$ cat config.mk
export PLATFORM = sky130hd
export DESIGN_NAME = pulse_threshold_bpm_estimator
export DESIGN_NICKNAME = d
export VERILOG_FILES = /design/src/rtl/ptbe_pkg.sv /design/src/rtl/ptbe_regs.sv /design/src/rtl/ptbe_div.sv /design/src/rtl/pulse_threshold_bpm_estimator.sv
export SDC_FILE = /design/constraint.sdc
export NUM_CORES = 1
export LEC_CHECK = 0
export ABC_AREA = 1
export ABC_CLOCK_PERIOD_IN_PS = 10700
export BUFFER_PORTS_ARGS = -buffer_cell sky130_fd_sc_hd__buf_2
export CAP_MARGIN = 40
export CELL_PAD_IN_SITES_DETAIL_PLACEMENT = 1
export CELL_PAD_IN_SITES_GLOBAL_PLACEMENT = 1
export CORE_ASPECT_RATIO = 1.2
export CORE_MARGIN = 1.5
export CORE_UTILIZATION = 46
export DETAILED_ROUTE_END_ITERATION = 6
export HOLD_SLACK_MARGIN = 0.15
export PLACE_DENSITY = 0.86
export SYNTH_ARGS = -nofsm -noshare
export SYNTH_HDL_FRONTEND = slang
export SYNTH_HIERARCHICAL = 1
export SYNTH_SLANG_ARGS = --single-unit
$ cat constraint.sdc
create_clock -name clk -period 10.7 [get_ports clk]
set_clock_uncertainty 0.05 [all_clocks]
set_input_delay 1.605 -clock clk [delete_from_list [all_inputs] [get_ports clk]]
set_output_delay 1.605 -clock clk [all_outputs]
set_load 0.005 [all_outputs]
$ cat src/rtl/ptbe_pkg.sv
// ptbe_pkg: shared types and constants for the pulse threshold bpm estimator
// used by ptbe_regs, ptbe_div and pulse_threshold_bpm_estimator; no dependencies
package ptbe_pkg;

  // field widths fixed by the interface
  localparam int unsigned SAMPLE_W = 12;
  localparam int unsigned THR_W    = 12;
  localparam int unsigned IVL_W    = 16;
  localparam int unsigned BLANK_W  = 10;
  localparam int unsigned RATE_W   = 8;

  // configuration port
  localparam int unsigned ADDR_W = 4;
  localparam int unsigned DATA_W = 32;

  // divider: numerator and divisor both fit 16 bits
  localparam int unsigned DIV_W = 16;
  localparam logic [DIV_W-1:0] BPM_NUMERATOR = 16'd60000;

  // reset values
  localparam logic [THR_W-1:0]   THR_RESET   = 12'd2000;
  localparam logic [IVL_W-1:0]   MIN_RESET   = 16'd300;
  localparam logic [IVL_W-1:0]   MAX_RESET   = 16'd2000;
  localparam logic [BLANK_W-1:0] BLANK_RESET = 10'd200;
  localparam logic [RATE_W-1:0]  RATE_RESET  = 8'd72;
  localparam logic [RATE_W-1:0]  RATE_MAX    = 8'd255;

  // register index, taken from paddr word bits
  typedef enum logic [1:0] {
    REG_THRESHOLD = 2'd0,
    REG_MIN_IVL   = 2'd1,
    REG_MAX_IVL   = 2'd2,
    REG_BLANK     = 2'd3
  } reg_idx_t;

  // configuration values seen by the datapath
  typedef struct packed {
    logic [THR_W-1:0]   beat_threshold;
    logic [IVL_W-1:0]   min_interval;
    logic [IVL_W-1:0]   max_interval;
    logic [BLANK_W-1:0] blank_ticks;
  } cfg_t;

endpackage

$ cat src/rtl/ptbe_regs.sv
// ptbe_regs: apb-style configuration registers of the estimator
// depends on ptbe_pkg for register indexes, widths and reset values
module ptbe_regs (
  input  logic                          clk,
  input  logic                          rst,
  input  logic                          psel,
  input  logic                          penable,
  input  logic                          pwrite,
  input  logic [ptbe_pkg::ADDR_W-1:0]   paddr,
  input  logic [ptbe_pkg::DATA_W-1:0]   pwdata,
  output logic [ptbe_pkg::DATA_W-1:0]   prdata,
  output ptbe_pkg::cfg_t                cfg
);
  import ptbe_pkg::*;

  reg_idx_t idx;

  assign idx = reg_idx_t'(paddr[3:2]);

  // register write on the access phase
  always_ff @(posedge clk) begin
    if (rst) begin
      cfg.beat_threshold <= THR_RESET;
      cfg.min_interval   <= MIN_RESET;
      cfg.max_interval   <= MAX_RESET;
      cfg.blank_ticks    <= BLANK_RESET;
    end else if (psel && penable && pwrite) begin
      case (idx)
        REG_THRESHOLD: cfg.beat_threshold <= pwdata[THR_W-1:0];
        REG_MIN_IVL:   cfg.min_interval   <= pwdata[IVL_W-1:0];
        REG_MAX_IVL:   cfg.max_interval   <= pwdata[IVL_W-1:0];
        REG_BLANK:     cfg.blank_ticks    <= pwdata[BLANK_W-1:0];
        default: ;
      endcase
    end
  end

  // read-back mux
  always_comb begin
    case (idx)
      REG_THRESHOLD: prdata = DATA_W'(cfg.beat_threshold);
      REG_MIN_IVL:   prdata = DATA_W'(cfg.min_interval);
      REG_MAX_IVL:   prdata = DATA_W'(cfg.max_interval);
      REG_BLANK:     prdata = DATA_W'(cfg.blank_ticks);
      default:       prdata = '0;
    endcase
  end

endmodule

$ cat src/rtl/ptbe_div.sv
// ptbe_div: restoring divider, one quotient bit per cycle, divides 60000 by the interval
// depends on ptbe_pkg for the divider width and numerator
module ptbe_div (
  input  logic                        clk,
  input  logic                        rst,
  input  logic                        start,
  input  logic [ptbe_pkg::DIV_W-1:0]  divisor,
  output logic                        done,
  output logic [ptbe_pkg::DIV_W-1:0]  quotient
);
  import ptbe_pkg::*;

  localparam int unsigned CNT_W = $clog2(DIV_W);
  localparam logic [CNT_W-1:0] LAST_STEP = CNT_W'(DIV_W - 1);

  logic             busy;
  logic [CNT_W-1:0] step;
  logic [DIV_W-1:0] rem;
  logic [DIV_W-1:0] dvs;
  logic [DIV_W:0]   trial;
  logic             fits;

  // shift in the next dividend bit and try the subtraction
  assign trial = {rem, quotient[DIV_W-1]};
  assign fits  = (trial >= {1'b0, dvs});

  // quotient register holds the dividend bits still to come and the quotient bits so far
  always_ff @(posedge clk) begin
    if (rst) begin
      busy     <= 1'b0;
      done     <= 1'b0;
      step     <= '0;
      rem      <= '0;
      dvs      <= '0;
      quotient <= '0;
    end else begin
      done <= 1'b0;
      if (start) begin
        busy     <= 1'b1;
        step     <= '0;
        rem      <= '0;
        dvs      <= divisor;
        quotient <= BPM_NUMERATOR;
      end else if (busy) begin
        rem      <= fits ? DIV_W'(trial - {1'b0, dvs}) : trial[DIV_W-1:0];
        quotient <= {quotient[DIV_W-2:0], fits};
        step     <= step + CNT_W'(1);
        if (step == LAST_STEP) begin
          busy <= 1'b0;
          done <= 1'b1;
        end
      end
    end
  end

endmodule

$ cat src/rtl/pulse_threshold_bpm_estimator.sv
// pulse_threshold_bpm_estimator: top level, beat detection and rate update sequencer
// depends on ptbe_pkg, ptbe_regs and ptbe_div
//
// Usage
//   Input channel: sample with in_valid / in_stall, one item per sensor tick.
//   Output channel: rate_bpm, beat_seen, rate_updated with out_valid / out_stall,
//   exactly one result item per input item, in order.
//   Configuration: apb-style port, registers at byte addresses 0 (beat_threshold),
//   4 (min_interval), 8 (max_interval), 12 (blank_ticks); pready is always high.
//   Write registers only while no item is in flight.
// Timing
//   An item that does not update the rate passes from the result registers through
//   ST_PUSH into the output register; the next item is taken once it is loaded.
//   An item that updates the rate runs the divider, one quotient bit per cycle
//   for all 16 quotient bits; its rate is then stored in held_rate in ST_DIV and
//   goes through ST_PUSH to the output register, after which the next item is taken.
//   in_stall is high while an item is being worked on.
// Reset and stall
//   Synchronous reset restores register defaults, clears the tick counter, the
//   prior-beat flag and blanking, and sets the held rate to 72 bpm.
//   A stalled result holds in the output register; a finished item waits for it.
module pulse_threshold_bpm_estimator #(
  parameter int unsigned ELAPSED_BITS = 16
) (
  input  logic                            clk,
  input  logic                            rst,
  // input item channel
  input  logic                            in_valid,
  output logic                            in_stall,
  input  logic [ptbe_pkg::SAMPLE_W-1:0]   sample,
  // result item channel
  output logic                            out_valid,
  input  logic                            out_stall,
  output logic [ptbe_pkg::RATE_W-1:0]     rate_bpm,
  output logic                            beat_seen,
  output logic                            rate_updated,
  // configuration port
  input  logic                            psel,
  input  logic                            penable,
  input  logic                            pwrite,
  input  logic [ptbe_pkg::ADDR_W-1:0]     paddr,
  input  logic [ptbe_pkg::DATA_W-1:0]     pwdata,
  output logic [ptbe_pkg::DATA_W-1:0]     prdata,
  output logic                            pready
);
  import ptbe_pkg::*;

  localparam int unsigned CMP_W = (ELAPSED_BITS > IVL_W) ? ELAPSED_BITS : IVL_W;
  localparam logic [ELAPSED_BITS-1:0] ELAPSED_MAX = '1;

  typedef enum logic [1:0] {
    ST_IDLE,
    ST_DIV,
    ST_PUSH
  } state_t;

  state_t                  state;
  cfg_t                    cfg;
  logic [ELAPSED_BITS-1:0] elapsed;
  logic [ELAPSED_BITS-1:0] elapsed_inc;
  logic                    have_prior;
  logic [BLANK_W-1:0]      blank_left;
  logic [RATE_W-1:0]       held_rate;
  logic                    res_beat;
  logic                    res_upd;
  logic                    accept;
  logic                    saturated;
  logic                    beat_now;
  logic                    qualify;
  logic                    out_free;
  logic                    div_done;
  logic [DIV_W-1:0]        div_q;

  assign pready   = 1'b1;
  assign in_stall = (state != ST_IDLE);
  assign accept   = in_valid && !in_stall;
  assign out_free = !out_valid || !out_stall;

  ptbe_regs u_regs (
    .clk     (clk),
    .rst     (rst),
    .psel    (psel),
    .penable (penable),
    .pwrite  (pwrite),
    .paddr   (paddr),
    .pwdata  (pwdata),
    .prdata  (prdata),
    .cfg     (cfg)
  );

  // tick counter advance with saturation
  assign elapsed_inc = (elapsed == ELAPSED_MAX) ? elapsed : elapsed + ELAPSED_BITS'(1);
  assign saturated   = (elapsed_inc == ELAPSED_MAX);

  // beat detection and interval check
  assign beat_now = (blank_left == '0) && (sample > cfg.beat_threshold);
  assign qualify  = beat_now && have_prior && !saturated &&
                    (CMP_W'(elapsed_inc) > CMP_W'(cfg.min_interval)) &&
                    (CMP_W'(elapsed_inc) < CMP_W'(cfg.max_interval));

  ptbe_div u_div (
    .clk      (clk),
    .rst      (rst),
    .start    (accept && qualify),
    .divisor  (DIV_W'(elapsed_inc)),
    .done     (div_done),
    .quotient (div_q)
  );

  // sequencer, beat state and output register
  always_ff @(posedge clk) begin
    if (rst) begin
      state        <= ST_IDLE;
      elapsed      <= '0;
      have_prior   <= 1'b0;
      blank_left   <= '0;
      held_rate    <= RATE_RESET;
      res_beat     <= 1'b0;
      res_upd      <= 1'b0;
      out_valid    <= 1'b0;
      rate_bpm     <= '0;
      beat_seen    <= 1'b0;
      rate_updated <= 1'b0;
    end else begin
      // result taken and nothing new to load this cycle
      if (out_valid && !out_stall && (state != ST_PUSH)) begin
        out_valid <= 1'b0;
      end
      case (state)
        ST_IDLE: begin
          if (accept) begin
            res_beat <= beat_now;
            res_upd  <= qualify;
            if (blank_left != '0) begin
              blank_left <= blank_left - BLANK_W'(1);
              elapsed    <= elapsed_inc;
            end else if (beat_now) begin
              have_prior <= 1'b1;
              elapsed    <= '0;
              blank_left <= cfg.blank_ticks;
            end else begin
              elapsed <= elapsed_inc;
            end
            state <= qualify ? ST_DIV : ST_PUSH;
          end
        end
        ST_DIV: begin
          if (div_done) begin
            held_rate <= (div_q > DIV_W'(RATE_MAX)) ? RATE_MAX : div_q[RATE_W-1:0];
            state     <= ST_PUSH;
          end
        end
        ST_PUSH: begin
          if (out_free) begin
            out_valid    <= 1'b1;
            rate_bpm     <= held_rate;
            beat_seen    <= res_beat;
            rate_updated <= res_upd;
            state        <= ST_IDLE;
          end
        end
        default: state <= ST_IDLE;
      endcase
    end
  end

  // an updated rate only comes with a beat
  a_upd_needs_beat: assert property (@(posedge clk) disable iff (rst)
    out_valid |-> (beat_seen || !rate_updated))
    else $error("rate update without a beat");

  // a stalled result holds steady until it is taken
  a_out_hold: assert property (@(posedge clk) disable iff (rst)
    (out_valid && out_stall) |=>
      (out_valid && $stable({rate_bpm, beat_seen, rate_updated})))
    else $error("stalled result changed");

  // a beat opens the blanking window with the configured length
  a_blank_load: assert property (@(posedge clk) disable iff (rst)
    (accept && beat_now) |=> (blank_left == $past(cfg.blank_ticks)))
    else $error("blanking window not loaded on beat");

  // divider result is only expected while waiting for it
  a_done_in_div: assert property (@(posedge clk) disable iff (rst)
    div_done |-> (state == ST_DIV))
    else $error("divider finished outside the divide state");

endmodule
==> flow_summary.json, run 1 <==
{
  "gp_congestion": 0.904,
  "ant_nets": 0,
  "leakagePower_uw": 0.00503,
  "netlist_top_cells_count": "396 x nand2_1, 161 x inv_1, 158 x dfxtp_1",
  "die_w_um": 135,
  "syn_area_mm2": 0.00962,
  "synthDominantCellAreaShare_pct": 32.9,
  "critical_path.slowest_cell": "clkinv_1",
  "crit_path_end_kind": "flop",
  "wl_per_cell_um": 16.6,
  "powerDensity_mw_per_mm2": 137,
  "firstDrtPassIters": 5,
  "finalInstanceArea_mm2": 0.0106,
  "core_region_area_mm2": 0.0204,
  "synthesis.instances": 1416,
  "grt_first_pass_wirelength_mm": 47.4,
  "ys_ff_latch": 158,
  "grt.overflow.total": 0,
  "ios": 100,
  "drive_above_1_share_pct": 11.9,
  "multi_input_area_mm2": 0.00546,
  "fin_nets": 1577,
  "hp-class": "flop to flop",
  "num_vias": 9333,
  "cts_hold_buf": 0,
  "clock-sinks": 158,
  "worst-setup-path-type": "flop to flop",
  "finalCriticalPeriod_ns": 5.17,
  "yosysMostFrequentCell": "nand2_1",
  "cts_tree": "built",
  "fmax_ghz": 0.193,
  "cts.path.max_buffers": 2,
  "p_total_uw": 1460,
  "start_util_pct": 47.1,
  "die_h_um": 161,
  "rows": 57,
  "hold_viol_final": 0,
  "worstPathArrival_ns": 5.50,
  "slew_violations": 0,
  "cts-resized-gates": 0,
  "critPathLaunchType": "flop",
  "numCtsBuffers": 17,
  "drc": 0,
  "rsz0062_at_grt": "no",
  "async_reset_ff_share_pct": 0,
  "clk-insertion-delay-late_ns": 0.44,
  "io_buffers": 64,
  "synth.distinct_cells": 55,
  "clockRootBuffer": "clkbuf_16",
  "clk_pin_slew_ns": 0.07,
  "cpMostUsedCell": "nand2_1",
  "path_cells": "ha_1 -> inv_2 -> nor2_4 -> nand2_4 -> inv_2 -> nand3_1 -> o21a_1 -> ha_1 -> nand2_1 -> nor4_1 -> nand2_2 -> nand3b_1 -> nor2_1 -> nor2_2 -> clkinv_1 -> nor2_1 -> inv_1 -> nor2_8 -> nand2_1 -> nand2_1",
  "synth-seq-area-share_pct": 32.9,
  "antenna_found_initial": 0,
  "die_area_mm2": 0.0218,
  "setup_viol": 0,
  "routed_wl_mm": 28.8,
  "vias_per_cell": 5.37,
  "crit_required_ns": 11.03,
  "postCtsSetupBuffers": 0,
  "dpl_cell_area_mm2": 0.0100,
  "synth.largest_area_cell": "dfxtp_1",
  "grt_pass1_vias": 9580,
  "fin_tns_setup_ns": 0,
  "worst_slew_pin_slew_ns": 0.874,
  "cts_max_level": 4,
  "crit_fanout": 17,
  "dr.first_iter.drc_count": 387,
  "area_growth_pct": 10.6,
  "synth-edff-count": 0,
  "cpPeakStageDelay_ns": 0.66,
  "ir_worst_vdd_v": 0.0000938,
  "grt_max_degree": 49,
  "yosysWarnings": 6,
  "dp_hpwl_mm": 21.2,
  "ys.flop_type": "dfxtp_1",
  "n_fill_cell": 2799,
  "status": "finished, final reports clean",
  "post-route-period-util_pct": 48.4,
  "synth.top_cells.by_area": "dfxtp_1 33%, nand2_1 15%, ha_1 8.1%",
  "avgSynthCellArea_um2": 6.79,
  "grt.total_usage_pct": 27.4,
  "register_area_mm2": 0.00316,
  "n_antenna_cell": 0,
  "maxCapViolations": 0,
  "relSlewSlack_pct": 41.6
}
## where the power goes
part	internal, uW	switching (uW)
Sequential	608	17.7
Combinational	67.6	141
Clock	319	308
## worst max-delay path, delay by kind of cell, from the launching register on
kind	cells	cell delay, ns
compound gates	1	0.30
fa+ha+maj	2	0.65
simple gates	13	2.69
buf+inv	4	0.99
flops	1	0.43
## logic make-up (layout without fill, tap and decap cells)
| group | count (synthesis) | after routing | share of synthesized area (%) |
|---|---|---|---|
| buf+inv | 240 | 281 | 11.0 |
| flops | 158 | 158 | 32.9 |
| fa+ha+maj | 63 | 63 | 8.27 |
| other cells | 2 | 17 | 0.0781 |
| compound gates | 191 | 191 | 11.5 |
| simple gates | 742 | 742 | 34.5 |
| xor+xnor | 20 | 20 | 1.82 |
## sequential cells by signal, summed over array words and instances, names as in the netlist
register,flops
u_div/busy,1
blank_left,10
state,2
rate_bpm,8
out_valid,1
u_div/quotient,16
u_div/step,4
have_prior,1
held_rate,8
u_regs/cfg,54
elapsed,16
u_div/done,1
res_upd,1
res_beat,1
rate_updated,1
u_div/dvs,16
u_div/rem,16
beat_seen,1
## path summary, 6_finish.rpt
kind | from | end | slack, ns | cells after the start
worst max-delay path | elapsed[0]$_SDFFE_PP0P_ | u_div/rem[6]$_SDFFE_PP0P_ | 5.53 | 20
worst min-delay path | u_div/dvs[8]$_SDFFE_PP0P_ | u_div/dvs[8]$_SDFFE_PP0P_ | 0.42 | 2
worst max register to register | elapsed[0]$_SDFFE_PP0P_ | u_div/rem[6]$_SDFFE_PP0P_ | 5.53 | 20
worst min register to register | u_div/dvs[8]$_SDFFE_PP0P_ | u_div/dvs[8]$_SDFFE_PP0P_ | 0.42 | 2
## stage by stage
stage | hold slack, ns | setup WS [ns] | util [%] | instances
after floorplan | 0.386 | 6.82 | - | 1431
after global placement | 0.407 | 5.11 | 48.9 | 1702
after detailed placement | 0.415 | 5.17 | 49.2 | 1705
after CTS | 0.424 | 5.43 | 52.2 | 1737
after global routing | 0.448 | 5.06 | 52.2 | 1737
final | 0.420 | 5.53 | 52.2 | 1737
## cell usage in the layout, fill, tap and decap left out, drive strengths merged
cell type    n
nand2      415
inv        181
nor2       172
dfxtp      158
nand3      105
a21oi       86
buf         70
ha          62
o21ai       59
nand4       24
xor2        17
conb        17
clkbuf      17
nor3        12
clkinv      12
a211oi       8
nor4         7
a31oi        7
o21bai       6
o221a        6
o21a         4
nand3b       4
o211ai       3
o2111ai      3
xnor2        3
o22ai        2
a221oi       2
o211a        1
a211o        1
nor4b        1
o31ai        1
a2111oi      1
clkinvlp     1
or2          1
a21boi       1
and3         1
fa           1
## metal layers
| layer | track usage, % | part of all wire, % | vias up |
|---|---|---|---|
| met5 | 0 | 0 | - |
| met4 | 13.7 | 4.2 | 0 |
| met3 | 3.92 | 2.5 | 68 |
| met2 | 50.2 | 52 | 172 |
| met1 | 30.6 | 41 | 4486 |
| li1 | - | - | 4607 |
## cell type report
type | count | share of cell area [%]
flip-flops and latches | 158 | 29.7
clock buffers | 17 | 4.00
repair buffers | 70 | 3.69
multi-input cells | 1033 | 51.3
inverters | 179 | 6.39
well taps | 265 | 3.12
clock inverters | 15 | 1.76
(Power assumes the default switching activity.)
==> inputs of run 2 (changes only) <==
- ABC_CLOCK_PERIOD_IN_PS: 10700 -> 4400
- CORE_UTILIZATION: 46 -> 39
- PLACE_DENSITY: 0.86 -> 0.77
- clock period: 10.7 -> 4.4 ns (I/O delays scaled with it)
==> flow_summary.json, run 2 (synthesis results as in run 1) <==
{
  "fmax_ghz": 0.245,
  "r2r-start": "elapsed[9]$_SDFFE_PP0P_",
  "grt_first_pass_wirelength_mm": 47.3,
  "final_common_cell": "nand2_1",
  "reg2reg_to": "u_div/rem[12]$_SDFFE_PP0P_",
  "crit_required_ns": 4.73,
  "crit_fanout": 9,
  "dr.first_iter.drc_count": 314,
  "start_util_pct": 40.0,
  "r2r_slack_ns": 0.32,
  "area_growth_pct": 12.0,
  "worst-setup-path-type": "flop to flop",
  "rsz0062_at_grt": "no",
  "largest_reg_flops": 54,
  "grt.overflow.total": 0,
  "hold_viol_final": 0,
  "ios": 100,
  "relSlewSlack_pct": 41.6,
  "finalCriticalPeriod_ns": 4.08,
  "register_area_mm2": 0.00316,
  "min_delay_path_depth": 3,
  "clk-insertion-delay-late_ns": 0.44,
  "postCtsSetupBuffers": 0,
  "cts-resized-gates": 0,
  "grt.total_usage_pct": 23.0,
  "wl_per_cell_um": 15.9,
  "numCtsBuffers": 17,
  "critPathLaunchType": "flop",
  "cts.path.max_buffers": 2,
  "ff2ff_path_depth": 19,
  "maxCapViolations": 0,
  "clk_pin_slew_ns": 0.07,
  "num_vias": 9330,
  "rows": 62,
  "die_h_um": 175,
  "holdPathEnd": "u_regs/cfg[31]$_SDFFE_PP1P_",
  "status": "finished, final reports clean",
  "drc": 0,
  "fin_nets": 1594,
  "slew_violations": 0,
  "cts_tree": "built",
  "clock-sinks": 158,
  "die_w_um": 146,
  "cts_hold_buf": 0,
  "drive_above_1_share_pct": 13.0,
  "grt_pass1_vias": 9643,
  "cts_max_level": 4,
  "io_buffers": 64,
  "dp_hpwl_mm": 22.0,
  "layout_common_cells": "396 x nand2_1, 160 x inv_1, 158 x dfxtp_1",
  "powerDensity_mw_per_mm2": 319,
  "die_area_mm2": 0.0256,
  "vias_per_cell": 5.16,
  "min_from": "pwdata[5]",
  "setup_viol": 0,
  "grt_max_degree": 48,
  "regMostFlops": "u_regs/cfg",
  "ant_nets": 0,
  "gp_congestion": 0.897,
  "antenna_found_initial": 0,
  "post-route-period-util_pct": 92.7,
  "worst_slew_pin_slew_ns": 0.874,
  "crit_path_end_kind": "flop",
  "core_region_area_mm2": 0.0240,
  "fin_tns_setup_ns": 0,
  "multi_input_area_mm2": 0.00548,
  "n_antenna_cell": 0,
  "finalInstanceArea_mm2": 0.0108,
  "ir_worst_vdd_v": 0.000244,
  "dpl_cell_area_mm2": 0.0102,
  "worstPathArrival_ns": 4.41,
  "clockRootBuffer": "clkbuf_16",
  "n_fill_cell": 3178,
  "firstDrtPassIters": 4,
  "leakagePower_uw": 0.00507,
  "hp-class": "input port to flop",
  "routed_wl_mm": 28.8
}
## run 2: worst max-delay path: stages (launching register included)
cell,delay [ns]
dfxtp_1,0.47
nand2_1,0.16
nor2_1,0.21
nand4_1,0.10
a21oi_1,0.35
inv_1,0.21
ha_1,0.35
nand2_1,0.08
nor4_1,0.58
nand2_2,0.21
nand3b_1,0.18
nor2_4,0.07
buf_4,0.20
nor2_2,0.13
clkinv_1,0.10
nor2_1,0.09
inv_1,0.11
nor2_8,0.20
nand2_1,0.08
nand2_1,0.06
## run 2: metrics by stage
step                worst slack [ns]  total power, uW  hold slack (ns)  util [%]  instances
finish                         0.323             3430            0.414      44.8       1808
global placement               0.482             2040            0.406      42.3       1774
floorplan                      0.968             1910            0.386         -       1431
detailed placement             0.403             2070            0.411      42.4       1776
CTS                            0.333             3470            0.393      44.7       1807
global route                  0.0160             3590            0.418      44.8       1808
## run 2: layout make-up
cell class / count / share of cell area [%]
inverters: 179 / 6.34
repair buffers: 86 / 4.69
clock buffers: 18 / 3.98
flip-flops and latches: 158 / 29.4
multi-input cells: 1033 / 50.8
clock inverters: 13 / 0.999
well taps: 320 / 3.72
repair inverters: 1 / 0.0697
## run 2: metal layers
layer,global-route usage [%],part of all wire [%],vias up
li1,-,-,4648
met1,25.5,42,4478
met2,43.3,52,140
met3,3.13,2.2,64
met4,10.8,3.5,0
met5,0,0,-
## run 2: where the power goes
group / total, uW / internal [uW] / switching (uW)
logic: 515 / 170 / 345
registers: 1520 / 1480 / 41.1
clock network: 1400 / 732 / 666
total: 3430 / 2380 / 1050
## run 2: how the worst max path moves through the flow
stage / cells after the start / from / end / slack [ns]
3_3_place_gp: 24 / elapsed[0]$_SDFFE_PP0P_ / u_div/rem[12]$_SDFFE_PP0P_ / 0.48
3_5_place_dp: 21 / elapsed[0]$_SDFFE_PP0P_ / u_div/rem[12]$_SDFFE_PP0P_ / 0.40
5_1_grt: 22 / elapsed[2]$_SDFFE_PP0P_ / u_div/rem[12]$_SDFFE_PP0P_ / 0.02
4_1_cts: 24 / elapsed[0]$_SDFFE_PP0P_ / u_div/rem[12]$_SDFFE_PP0P_ / 0.33
2_1_floorplan: 25 / elapsed[1]$_SDFFE_PP0P_ / u_div/rem[12]$_SDFFE_PP0P_ / 0.97
6_report: 19 / elapsed[9]$_SDFFE_PP0P_ / u_div/rem[12]$_SDFFE_PP0P_ / 0.32
